File: src/hdl/kped_pkg.sv
// ----------------------------------------------------------------------------
// kped_pkg
// Types, constants and register layout shared by the key press event detector.
// ----------------------------------------------------------------------------
`default_nettype none

package kped_pkg;

   localparam int NUM_KEYS        = 4;
   localparam int KEY_WIDTH       = $clog2(NUM_KEYS);
   localparam int TICK_WIDTH      = 16;
   localparam int DEBOUNCE_WIDTH  = 8;
   localparam int PERIOD_WIDTH    = 16;
   localparam int COUNT_WIDTH     = 8;
   localparam int CODE_WIDTH      = 3;
   localparam int CSR_ADDR_WIDTH  = 5;
   localparam int CSR_DATA_WIDTH  = 32;
   localparam int REQ_TDATA_WIDTH = 8;
   localparam int RSP_TDATA_WIDTH = 16;

   typedef enum logic [1:0] {
      ST_IDLE = 2'd0,
      ST_DOWN = 2'd1,
      ST_UP   = 2'd2,
      ST_LONG = 2'd3
   } press_state_type;

   typedef enum logic [CODE_WIDTH-1:0] {
      EV_NONE       = 3'd0,
      EV_DOWN       = 3'd1,
      EV_UP         = 3'd2,
      EV_LONG_START = 3'd3,
      EV_LONG_HOLD  = 3'd4,
      EV_LONG_FREE  = 3'd5,
      EV_REPEAT     = 3'd6
   } event_code_type;

   typedef enum logic [2:0] {
      REG_DEBOUNCE    = 3'd0,
      REG_LONG_PRESS  = 3'd1,
      REG_HOLD_REPEAT = 3'd2,
      REG_CLICK_GAP   = 3'd3,
      REG_ACTIVE_HIGH = 3'd4,
      REG_ENABLE      = 3'd5
   } csr_index_type;

   typedef struct packed {
      logic [DEBOUNCE_WIDTH-1:0] debounce_ticks;
      logic [PERIOD_WIDTH-1:0]   long_press_ticks;
      logic [PERIOD_WIDTH-1:0]   hold_repeat_ticks;
      logic [PERIOD_WIDTH-1:0]   click_gap_ticks;
      logic [NUM_KEYS-1:0]       active_high_mask;
      logic [NUM_KEYS-1:0]       enable_mask;
   } cfg_type;

   localparam cfg_type CFG_RESET = '{
      debounce_ticks:    8'd2,
      long_press_ticks:  16'd100,
      hold_repeat_ticks: 16'd10,
      click_gap_ticks:   16'd20,
      active_high_mask:  4'd8,
      enable_mask:       4'd0
   };

endpackage

`default_nettype wire

File: src/hdl/kped_csr.sv
// ----------------------------------------------------------------------------
// kped_csr
// Configuration register file behind the APB-style port.
// ----------------------------------------------------------------------------
`default_nettype none

module kped_csr
   import kped_pkg::*;
(
   input  wire logic                      clock,
   input  wire logic                      reset,
   input  wire logic                      csr_psel,
   input  wire logic                      csr_penable,
   input  wire logic                      csr_pwrite,
   input  wire logic [CSR_ADDR_WIDTH-1:0] csr_paddr,
   input  wire logic [CSR_DATA_WIDTH-1:0] csr_pwdata,
   output logic      [CSR_DATA_WIDTH-1:0] csr_prdata,
   output logic                           csr_pready,
   output cfg_type                        cfg
);

   cfg_type       cfg_ff;
   cfg_type       cfg_in;
   csr_index_type index;
   logic          write_en;

   assign index      = csr_index_type'(csr_paddr[CSR_ADDR_WIDTH-1:2]);
   assign csr_pready = 1'b1;
   assign write_en   = csr_psel & csr_penable & csr_pwrite & csr_pready;
   assign cfg        = cfg_ff;

   always_comb begin
      cfg_in = cfg_ff;
      if (write_en) begin
         unique case (index)
            REG_DEBOUNCE:    cfg_in.debounce_ticks    = csr_pwdata[DEBOUNCE_WIDTH-1:0];
            REG_LONG_PRESS:  cfg_in.long_press_ticks  = csr_pwdata[PERIOD_WIDTH-1:0];
            REG_HOLD_REPEAT: cfg_in.hold_repeat_ticks = csr_pwdata[PERIOD_WIDTH-1:0];
            REG_CLICK_GAP:   cfg_in.click_gap_ticks   = csr_pwdata[PERIOD_WIDTH-1:0];
            REG_ACTIVE_HIGH: cfg_in.active_high_mask  = csr_pwdata[NUM_KEYS-1:0];
            REG_ENABLE:      cfg_in.enable_mask       = csr_pwdata[NUM_KEYS-1:0];
            default:         cfg_in = cfg_ff;
         endcase
      end
   end

   always_comb begin
      unique case (index)
         REG_DEBOUNCE:    csr_prdata = CSR_DATA_WIDTH'(cfg_ff.debounce_ticks);
         REG_LONG_PRESS:  csr_prdata = CSR_DATA_WIDTH'(cfg_ff.long_press_ticks);
         REG_HOLD_REPEAT: csr_prdata = CSR_DATA_WIDTH'(cfg_ff.hold_repeat_ticks);
         REG_CLICK_GAP:   csr_prdata = CSR_DATA_WIDTH'(cfg_ff.click_gap_ticks);
         REG_ACTIVE_HIGH: csr_prdata = CSR_DATA_WIDTH'(cfg_ff.active_high_mask);
         REG_ENABLE:      csr_prdata = CSR_DATA_WIDTH'(cfg_ff.enable_mask);
         default:         csr_prdata = '0;
      endcase
   end

   always_ff @(posedge clock) begin
      if (reset) begin
         cfg_ff <= CFG_RESET;
      end else begin
         cfg_ff <= cfg_in;
      end
   end

endmodule

`default_nettype wire

File: src/hdl/kped_engine.sv
// ----------------------------------------------------------------------------
// kped_engine
// Per-key state (debounced level, tick counter, press machine, click count)
// and the read-modify-write update of the key named by the current scan tick.
// ----------------------------------------------------------------------------
`default_nettype none

module kped_engine
   import kped_pkg::*;
(
   input  wire logic                   clock,
   input  wire logic                   reset,
   input  wire cfg_type                cfg,
   input  wire logic                   step_valid,
   input  wire logic [KEY_WIDTH-1:0]   step_key,
   input  wire logic                   step_raw,
   output event_code_type              step_event,
   output logic      [COUNT_WIDTH-1:0] step_count
);

   logic                   stable_ff [NUM_KEYS];
   logic [TICK_WIDTH-1:0]  tick_ff   [NUM_KEYS];
   press_state_type        state_ff  [NUM_KEYS];
   logic [COUNT_WIDTH-1:0] repeat_ff [NUM_KEYS];

   logic                   stable_in;
   logic [TICK_WIDTH-1:0]  tick_in;
   press_state_type        state_in;
   logic [COUNT_WIDTH-1:0] repeat_in;

   logic                   cur_stable;
   logic [TICK_WIDTH-1:0]  cur_tick;
   press_state_type        cur_state;
   logic [COUNT_WIDTH-1:0] cur_repeat;
   logic                   key_en;
   logic                   level;
   logic                   settled;
   logic [TICK_WIDTH-1:0]  tick_sat;

   assign cur_stable = stable_ff[step_key];
   assign cur_tick   = tick_ff[step_key];
   assign cur_state  = state_ff[step_key];
   assign cur_repeat = repeat_ff[step_key];
   assign key_en     = cfg.enable_mask[step_key];
   assign level      = cfg.active_high_mask[step_key] ? step_raw : ~step_raw;
   assign settled    = key_en & (level == cur_stable);
   assign tick_sat   = (cur_tick == '1) ? cur_tick : cur_tick + 1'b1;

   always_comb begin
      state_in = cur_state;
      if (settled) begin
         unique case (cur_state)
            ST_IDLE: begin
               if (level) state_in = ST_DOWN;
            end
            ST_DOWN: begin
               if (!level) state_in = ST_UP;
               else if (tick_sat >= cfg.long_press_ticks) state_in = ST_LONG;
            end
            ST_LONG: begin
               if (!level) state_in = ST_IDLE;
            end
            ST_UP: begin
               if (level) state_in = ST_DOWN;
               else if (tick_sat >= cfg.click_gap_ticks) state_in = ST_IDLE;
            end
            default: state_in = ST_IDLE;
         endcase
      end
   end

   always_comb begin
      stable_in  = cur_stable;
      tick_in    = cur_tick;
      repeat_in  = cur_repeat;
      step_event = EV_NONE;
      if (key_en && !settled) begin
         if (tick_sat >= TICK_WIDTH'(cfg.debounce_ticks)) begin
            stable_in = level;
            tick_in   = '0;
         end else begin
            tick_in = tick_sat;
         end
      end else if (settled) begin
         unique case (cur_state)
            ST_IDLE: begin
               if (level) begin
                  tick_in    = '0;
                  repeat_in  = COUNT_WIDTH'(1);
                  step_event = EV_DOWN;
               end
            end
            ST_DOWN: begin
               if (!level) begin
                  tick_in = '0;
                  if (cur_repeat == COUNT_WIDTH'(1)) step_event = EV_UP;
               end else if (tick_sat >= cfg.long_press_ticks) begin
                  tick_in    = '0;
                  repeat_in  = '0;
                  step_event = EV_LONG_START;
               end else begin
                  tick_in = tick_sat;
               end
            end
            ST_LONG: begin
               if (!level) begin
                  tick_in    = '0;
                  repeat_in  = '0;
                  step_event = EV_LONG_FREE;
               end else if (tick_sat >= cfg.hold_repeat_ticks) begin
                  tick_in    = '0;
                  step_event = EV_LONG_HOLD;
               end else begin
                  tick_in = tick_sat;
               end
            end
            ST_UP: begin
               if (level) begin
                  tick_in = '0;
                  if (cur_repeat != '1) repeat_in = cur_repeat + 1'b1;
               end else if (tick_sat >= cfg.click_gap_ticks) begin
                  if (cur_repeat > COUNT_WIDTH'(1)) step_event = EV_REPEAT;
                  tick_in   = '0;
                  repeat_in = '0;
               end else begin
                  tick_in = tick_sat;
               end
            end
            default: begin
               tick_in = '0;
            end
         endcase
      end
   end

   assign step_count = repeat_in;

   always_ff @(posedge clock) begin
      if (reset) begin
         for (int i = 0; i < NUM_KEYS; i++) begin
            stable_ff[i] <= 1'b0;
            tick_ff[i]   <= '0;
            state_ff[i]  <= ST_IDLE;
            repeat_ff[i] <= '0;
         end
      end else if (step_valid) begin
         stable_ff[step_key] <= stable_in;
         tick_ff[step_key]   <= tick_in;
         state_ff[step_key]  <= state_in;
         repeat_ff[step_key] <= repeat_in;
      end
   end

endmodule

`default_nettype wire

File: src/hdl/key_press_event_detector.sv
// ----------------------------------------------------------------------------
// key_press_event_detector
// Debounces scan ticks per key and reports press, release, long press and
// multi-click events, one result per scan tick.
// ----------------------------------------------------------------------------
// The block takes one scan tick per clock cycle while the output is not stalled
// and returns exactly one result for each, in order. A tick is held in an input
// register; once the output register can advance, the key's state is updated
// and the result lands in the output register, where it is held until taken.
// The rate of one tick per cycle rests on the read-modify-write of the addressed
// key's state registers being done as the tick leaves the input register, so
// ticks for the same key may follow back to back.
// Configuration must be written only while no tick is in flight.
`default_nettype none

module key_press_event_detector
   import kped_pkg::*;
(
   input  wire logic                       clock,
   input  wire logic                       reset,
   // req_tdata: key_index [1:0], raw_level [2], zero fill above.
   input  wire logic                       req_tvalid,
   output logic                            req_tready,
   input  wire logic [REQ_TDATA_WIDTH-1:0] req_tdata,
   // rsp_tdata: event_key [1:0], event_code [4:2], click_count [12:5], zero fill.
   output logic                            rsp_tvalid,
   input  wire logic                       rsp_tready,
   output logic      [RSP_TDATA_WIDTH-1:0] rsp_tdata,
   input  wire logic                       csr_psel,
   input  wire logic                       csr_penable,
   input  wire logic                       csr_pwrite,
   input  wire logic [CSR_ADDR_WIDTH-1:0]  csr_paddr,
   input  wire logic [CSR_DATA_WIDTH-1:0]  csr_pwdata,
   output logic      [CSR_DATA_WIDTH-1:0]  csr_prdata,
   output logic                            csr_pready
);

   cfg_type                cfg;

   logic                   s1_valid_ff;
   logic                   s1_valid_in;
   logic [KEY_WIDTH-1:0]   s1_key_ff;
   logic                   s1_raw_ff;

   logic                   rsp_valid_ff;
   logic                   rsp_valid_in;
   logic [KEY_WIDTH-1:0]   rsp_key_ff;
   event_code_type         rsp_code_ff;
   logic [COUNT_WIDTH-1:0] rsp_count_ff;

   logic                   advance;
   logic                   s1_fire;
   logic                   req_fire;
   event_code_type         step_event;
   logic [COUNT_WIDTH-1:0] step_count;

   kped_csr u_csr (
      .clock       (clock),
      .reset       (reset),
      .csr_psel    (csr_psel),
      .csr_penable (csr_penable),
      .csr_pwrite  (csr_pwrite),
      .csr_paddr   (csr_paddr),
      .csr_pwdata  (csr_pwdata),
      .csr_prdata  (csr_prdata),
      .csr_pready  (csr_pready),
      .cfg         (cfg)
   );

   kped_engine u_engine (
      .clock      (clock),
      .reset      (reset),
      .cfg        (cfg),
      .step_valid (s1_fire),
      .step_key   (s1_key_ff),
      .step_raw   (s1_raw_ff),
      .step_event (step_event),
      .step_count (step_count)
   );

   assign advance      = ~rsp_valid_ff | rsp_tready;
   assign s1_fire      = s1_valid_ff & advance;
   assign req_tready   = ~s1_valid_ff | advance;
   assign req_fire     = req_tvalid & req_tready;
   assign s1_valid_in  = req_tready ? req_fire : s1_valid_ff;
   assign rsp_valid_in = advance ? s1_valid_ff : rsp_valid_ff;

   always_ff @(posedge clock) begin
      if (reset) begin
         s1_valid_ff  <= 1'b0;
         rsp_valid_ff <= 1'b0;
      end else begin
         s1_valid_ff  <= s1_valid_in;
         rsp_valid_ff <= rsp_valid_in;
      end
   end

   always_ff @(posedge clock) begin
      if (req_fire) begin
         s1_key_ff <= req_tdata[KEY_WIDTH-1:0];
         s1_raw_ff <= req_tdata[KEY_WIDTH];
      end
      if (s1_fire) begin
         rsp_key_ff   <= s1_key_ff;
         rsp_code_ff  <= step_event;
         rsp_count_ff <= step_count;
      end
   end

   assign rsp_tvalid = rsp_valid_ff;
   assign rsp_tdata  = {3'b000, rsp_count_ff, rsp_code_ff, rsp_key_ff};

   assert property (@(posedge clock) disable iff (reset)
      (rsp_valid_ff && rsp_code_ff == EV_DOWN) |-> rsp_count_ff == COUNT_WIDTH'(1))
      else $error("Down event reported with a click count other than one.");

   assert property (@(posedge clock) disable iff (reset)
      (rsp_valid_ff && (rsp_code_ff == EV_LONG_START || rsp_code_ff == EV_LONG_FREE ||
                        rsp_code_ff == EV_REPEAT)) |-> rsp_count_ff == '0)
      else $error("Run-ending event reported with a nonzero click count.");

   assert property (@(posedge clock) disable iff (reset)
      (s1_fire && !cfg.enable_mask[s1_key_ff]) |=> rsp_code_ff == EV_NONE)
      else $error("Disabled key produced an event.");

   assert property (@(posedge clock) disable iff (reset)
      !rsp_valid_ff |-> req_tready)
      else $error("Input stalled while the output register is empty.");

endmodule

`default_nettype wire

File: config.mk
export PLATFORM = sky130hd
export DESIGN_NAME = key_press_event_detector
export DESIGN_NICKNAME = d
export VERILOG_FILES = /design/src/hdl/kped_pkg.sv /design/src/hdl/kped_csr.sv /design/src/hdl/kped_engine.sv /design/src/hdl/key_press_event_detector.sv
export SDC_FILE = /design/constraint.sdc
export NUM_CORES = 1
export LEC_CHECK = 0
export ABC_CLOCK_PERIOD_IN_PS = 7450
export BUFFER_PORTS_ARGS = -buffer_cell sky130_fd_sc_hd__buf_2
export CORE_ASPECT_RATIO = 1.4
export CORE_UTILIZATION = 30
export DETAILED_ROUTE_END_ITERATION = 12
export MAX_ROUTING_LAYER = met4
export SLEW_MARGIN = 20
export SYNTH_ARGS = -nofsm -noshare
export SYNTH_HDL_FRONTEND = slang
export SYNTH_HIERARCHICAL = 1
export SYNTH_SLANG_ARGS = --single-unit
File: constraint.sdc
create_clock -name clock -period 7.45 [get_ports clock]
set_input_delay 1.49 -clock clock [delete_from_list [all_inputs] [get_ports clock]]
set_output_delay 1.49 -clock clock [all_outputs]
set_load 0.02 [all_outputs]
==> summary.txt <==
Total Wirelength - 29600 um
Synth Area in Simple Gates - 15.1%
TritonCTS clock tree - done
Die Y-Extent - 231 um
status - finished with violations
Finish-stage setup viols - 0
Pwr Total - 0.00247 W
XOR/XNOR Fraction of Synth Area - 0.826%
Clk Latency, worst-skew pair - 460 ps
full die area - 0.0382 mm2
RSZ-0062 raised after global routing - false
CTS Hold Bufs - 0
Critical Path Fanout Max - 9
Final min period - 6220 ps
cell accounting for the most synthesized area - edfxtp_1
Gate power share - 14.9%
Synth Instances - 1056
Boundary Pins - 103
Leak Pwr - 4.99 nW
CTS resizes - 0
Mean Syn Cell Area - 10.6 um2
Synth warnings - 6
Cell Pwr Density - 197 mW/mm2
first-pass GRT wire length - 46400 um
GR Overflow Total - 0
gr usage total - 16.7%
Tightest Pin Transition - 952 ps
top cells by count, synth - 124 x edfxtp_1, 113 x nor2_1, 75 x nand2b_1
Tcrit/Tclk final - 83.5%
Worst Setup End Kind - flop
slew margin rel. - 36.5%
startpoint types - flop
Post-synth ARST share - 0%
post-DR vias/cell - 5.23
worst clock skew - 11.9 ps
Post-Synthesis Cell Area - 0.0112 mm2
post-synthesis compound-gate area fraction - 13.0%
Max Slew Vio Count - 0
Clk network pwr share - 37.8%
CTS Sinks - 190
Crit Path Class - flop to flop
P_sw - 0.000679 W
fraction of layout cells with a size suffix above 1 - 16.1%
Num CTS Buffers - 17
mux cell area share after synthesis - 13.3%
top-count cell post-synth - edfxtp_1
antenna-violating nets left - 0
# diodes - 0
Root Buffer - clkbuf_16
Starting Density - 30.5%
Area Growth Syn to Fin - 11.7%
Internal - 0.00179 W
Seq cells post-synth - 190
commonest register cell after synthesis - edfxtp_1
initial antenna violation count - 0
area of the core - 0.0368 mm2
I/O Buffers - 59
Reg power frac - 47.3%
Hold Fails Final Rpt - 0
Iter 0 DRT Violations - 505
Synth top area share - 33.2%
sw frac - 27.5%
CTS clk-pin slew, worst paths - 70 ps
Vias - 8302
placer congestion estimate - 0.844
vias in the first global route - 8423
post-route DRC violation count - 7
EDFF count, synth - 124
setup bufs post-CTS - 0
worst vdd ir - 182 uV
H-Tree Depth - 4
Area contributors post-synth - edfxtp_1 33%, dfxtp_1 12%, ha_1 6.7%, mux4_2 6.4%, mux2i_1 4.9%
Die Wd - 165 um
Setup TNS - 0 ps
Final nets - 1218
Netlist cell types - 71
max cap viols - 0
dpl hpwl - 21800 um
Rows - 83
crit path DAT - 6530 ps
combinational family with the most area after synthesis - simple AND/OR/NAND/NOR gates
Worst Hold Class - flop to flop
Peak Freq - 161 MHz
clk buf depth - 2
violated checks - design-rule violations
Post-Synth Adder-Cell Area - 6.70%
Required @ worst endpoint - 7760 ps
register area share after synthesis - 45.0%
largest net degree at the start of global routing - 93
Initial DRT Pass Iterations - 9
routed len/inst - 18.7 um
## logic make-up after synthesis
kind of cell	after synthesis
and+or+nand+nor	327
AOI/OAI and AO/OA	224
DFF	190
buffers and inverters	138
muxes	105
adders and majority gates	60
xor gates and xnor gates	9
other	3
## power by group through the flow
stage                     clock network (W)  logic (W)  registers (W)
after floorplan                           0   0.000260        0.00119
after global placement                    0   0.000356        0.00119
after detailed placement                  0   0.000362        0.00120
after CTS                          0.000951   0.000364        0.00117
after global routing               0.000985   0.000402        0.00117
final                              0.000934   0.000367        0.00117
## per-layer routing
metal / GRT usage [%] / share of wire [%] / wire length (um)
met2: 29.2 / 53 / 15600
met4: 8.92 / 4.4 / 1300
met1: 17.8 / 40 / 11800
met5: - / 0 / 0
met3: 2.62 / 3.2 / 951
## critical path: stages, from the launching register on
cell and delay, ps:
edfxtp_1 750, buf_8 240, mux4_2 600, and4_1 330, and2_1 270, o21a_1 190, a31oi_1 650, ha_1 380
a21oi_1 160, o21ai_0 90, a221oi_1 510, a21boi_1 650, nand3_1 220, a31oi_1 610, a22oi_1 270, nor2_1 160
## metrics by stage
stage | hold slack, ps | utilization, % | worst slack, ps | area (um2) | instances
after global placement | 472 | 32.4 | 1220 | 11900 | 1553
after global routing | 526 | 34.1 | 890 | 12500 | 1586
after floorplan | 421 | - | 2880 | 11300 | 1073
after CTS | 496 | 34.0 | 1070 | 12500 | 1585
after detailed placement | 481 | 32.4 | 1100 | 11900 | 1553
final | 498 | 34.1 | 1230 | 12500 | 1586
## final cells by class
type                    instances  area [um2]
inverters                      67         251
fillers                      3779       24200
flip-flops and latches        190        5040
multi-input cells             745        5560
repair buffers                 85         498
clock inverters                14         158
clock buffers                  18         429
well taps                     467         584
## path summary, 6_finish.rpt
path              cells past startpoint                                     to  slack (ps)                      start
setup / recovery                     15  u_engine/tick_ff[0][11]$_SDFFCE_PN0P_        1230     s1_key_ff[0]$_DFFE_PP_
hold / removal                        2              u_csr/cfg[4]$_SDFFE_PP0P_         500  u_csr/cfg[4]$_SDFFE_PP0P_
setup reg to reg                     15  u_engine/tick_ff[0][11]$_SDFFCE_PN0P_        1230     s1_key_ff[0]$_DFFE_PP_
hold reg to reg                       2              u_csr/cfg[4]$_SDFFE_PP0P_         500  u_csr/cfg[4]$_SDFFE_PP0P_
## flip-flops by register name (all words and copies together) (netlist names)
register and cells:
rsp_key_ff 2, u_engine/stable_ff 4, rsp_code_ff 3, u_csr/cfg 64
rsp_count_ff 8, u_engine/tick_ff 64, rsp_tvalid 1, s1_raw_ff 1
s1_key_ff 2, u_engine/state_ff 8, s1_valid_ff 1, u_engine/repeat_ff 32
## cells in the final DEF (no fill, tap or decap), types with 23 or more instances in the layout
cell / synthesis / routed
buf_4: 23 / 25
o21ai_0: 56 / 56
inv_1: 67 / 67
nor2_1: 113 / 113
mux4_2: 32 / 32
a22oi_1: 24 / 24
nand2b_1: 75 / 75
edfxtp_1: 124 / 124
nand2_1: 43 / 43
buf_2: 14 / 59
mux2i_1: 55 / 55
nor2b_1: 24 / 23
dfxtp_1: 66 / 66
ha_1: 60 / 60
a21oi_1: 49 / 49
No activity file was read; power rests on OpenSTA's default activity.
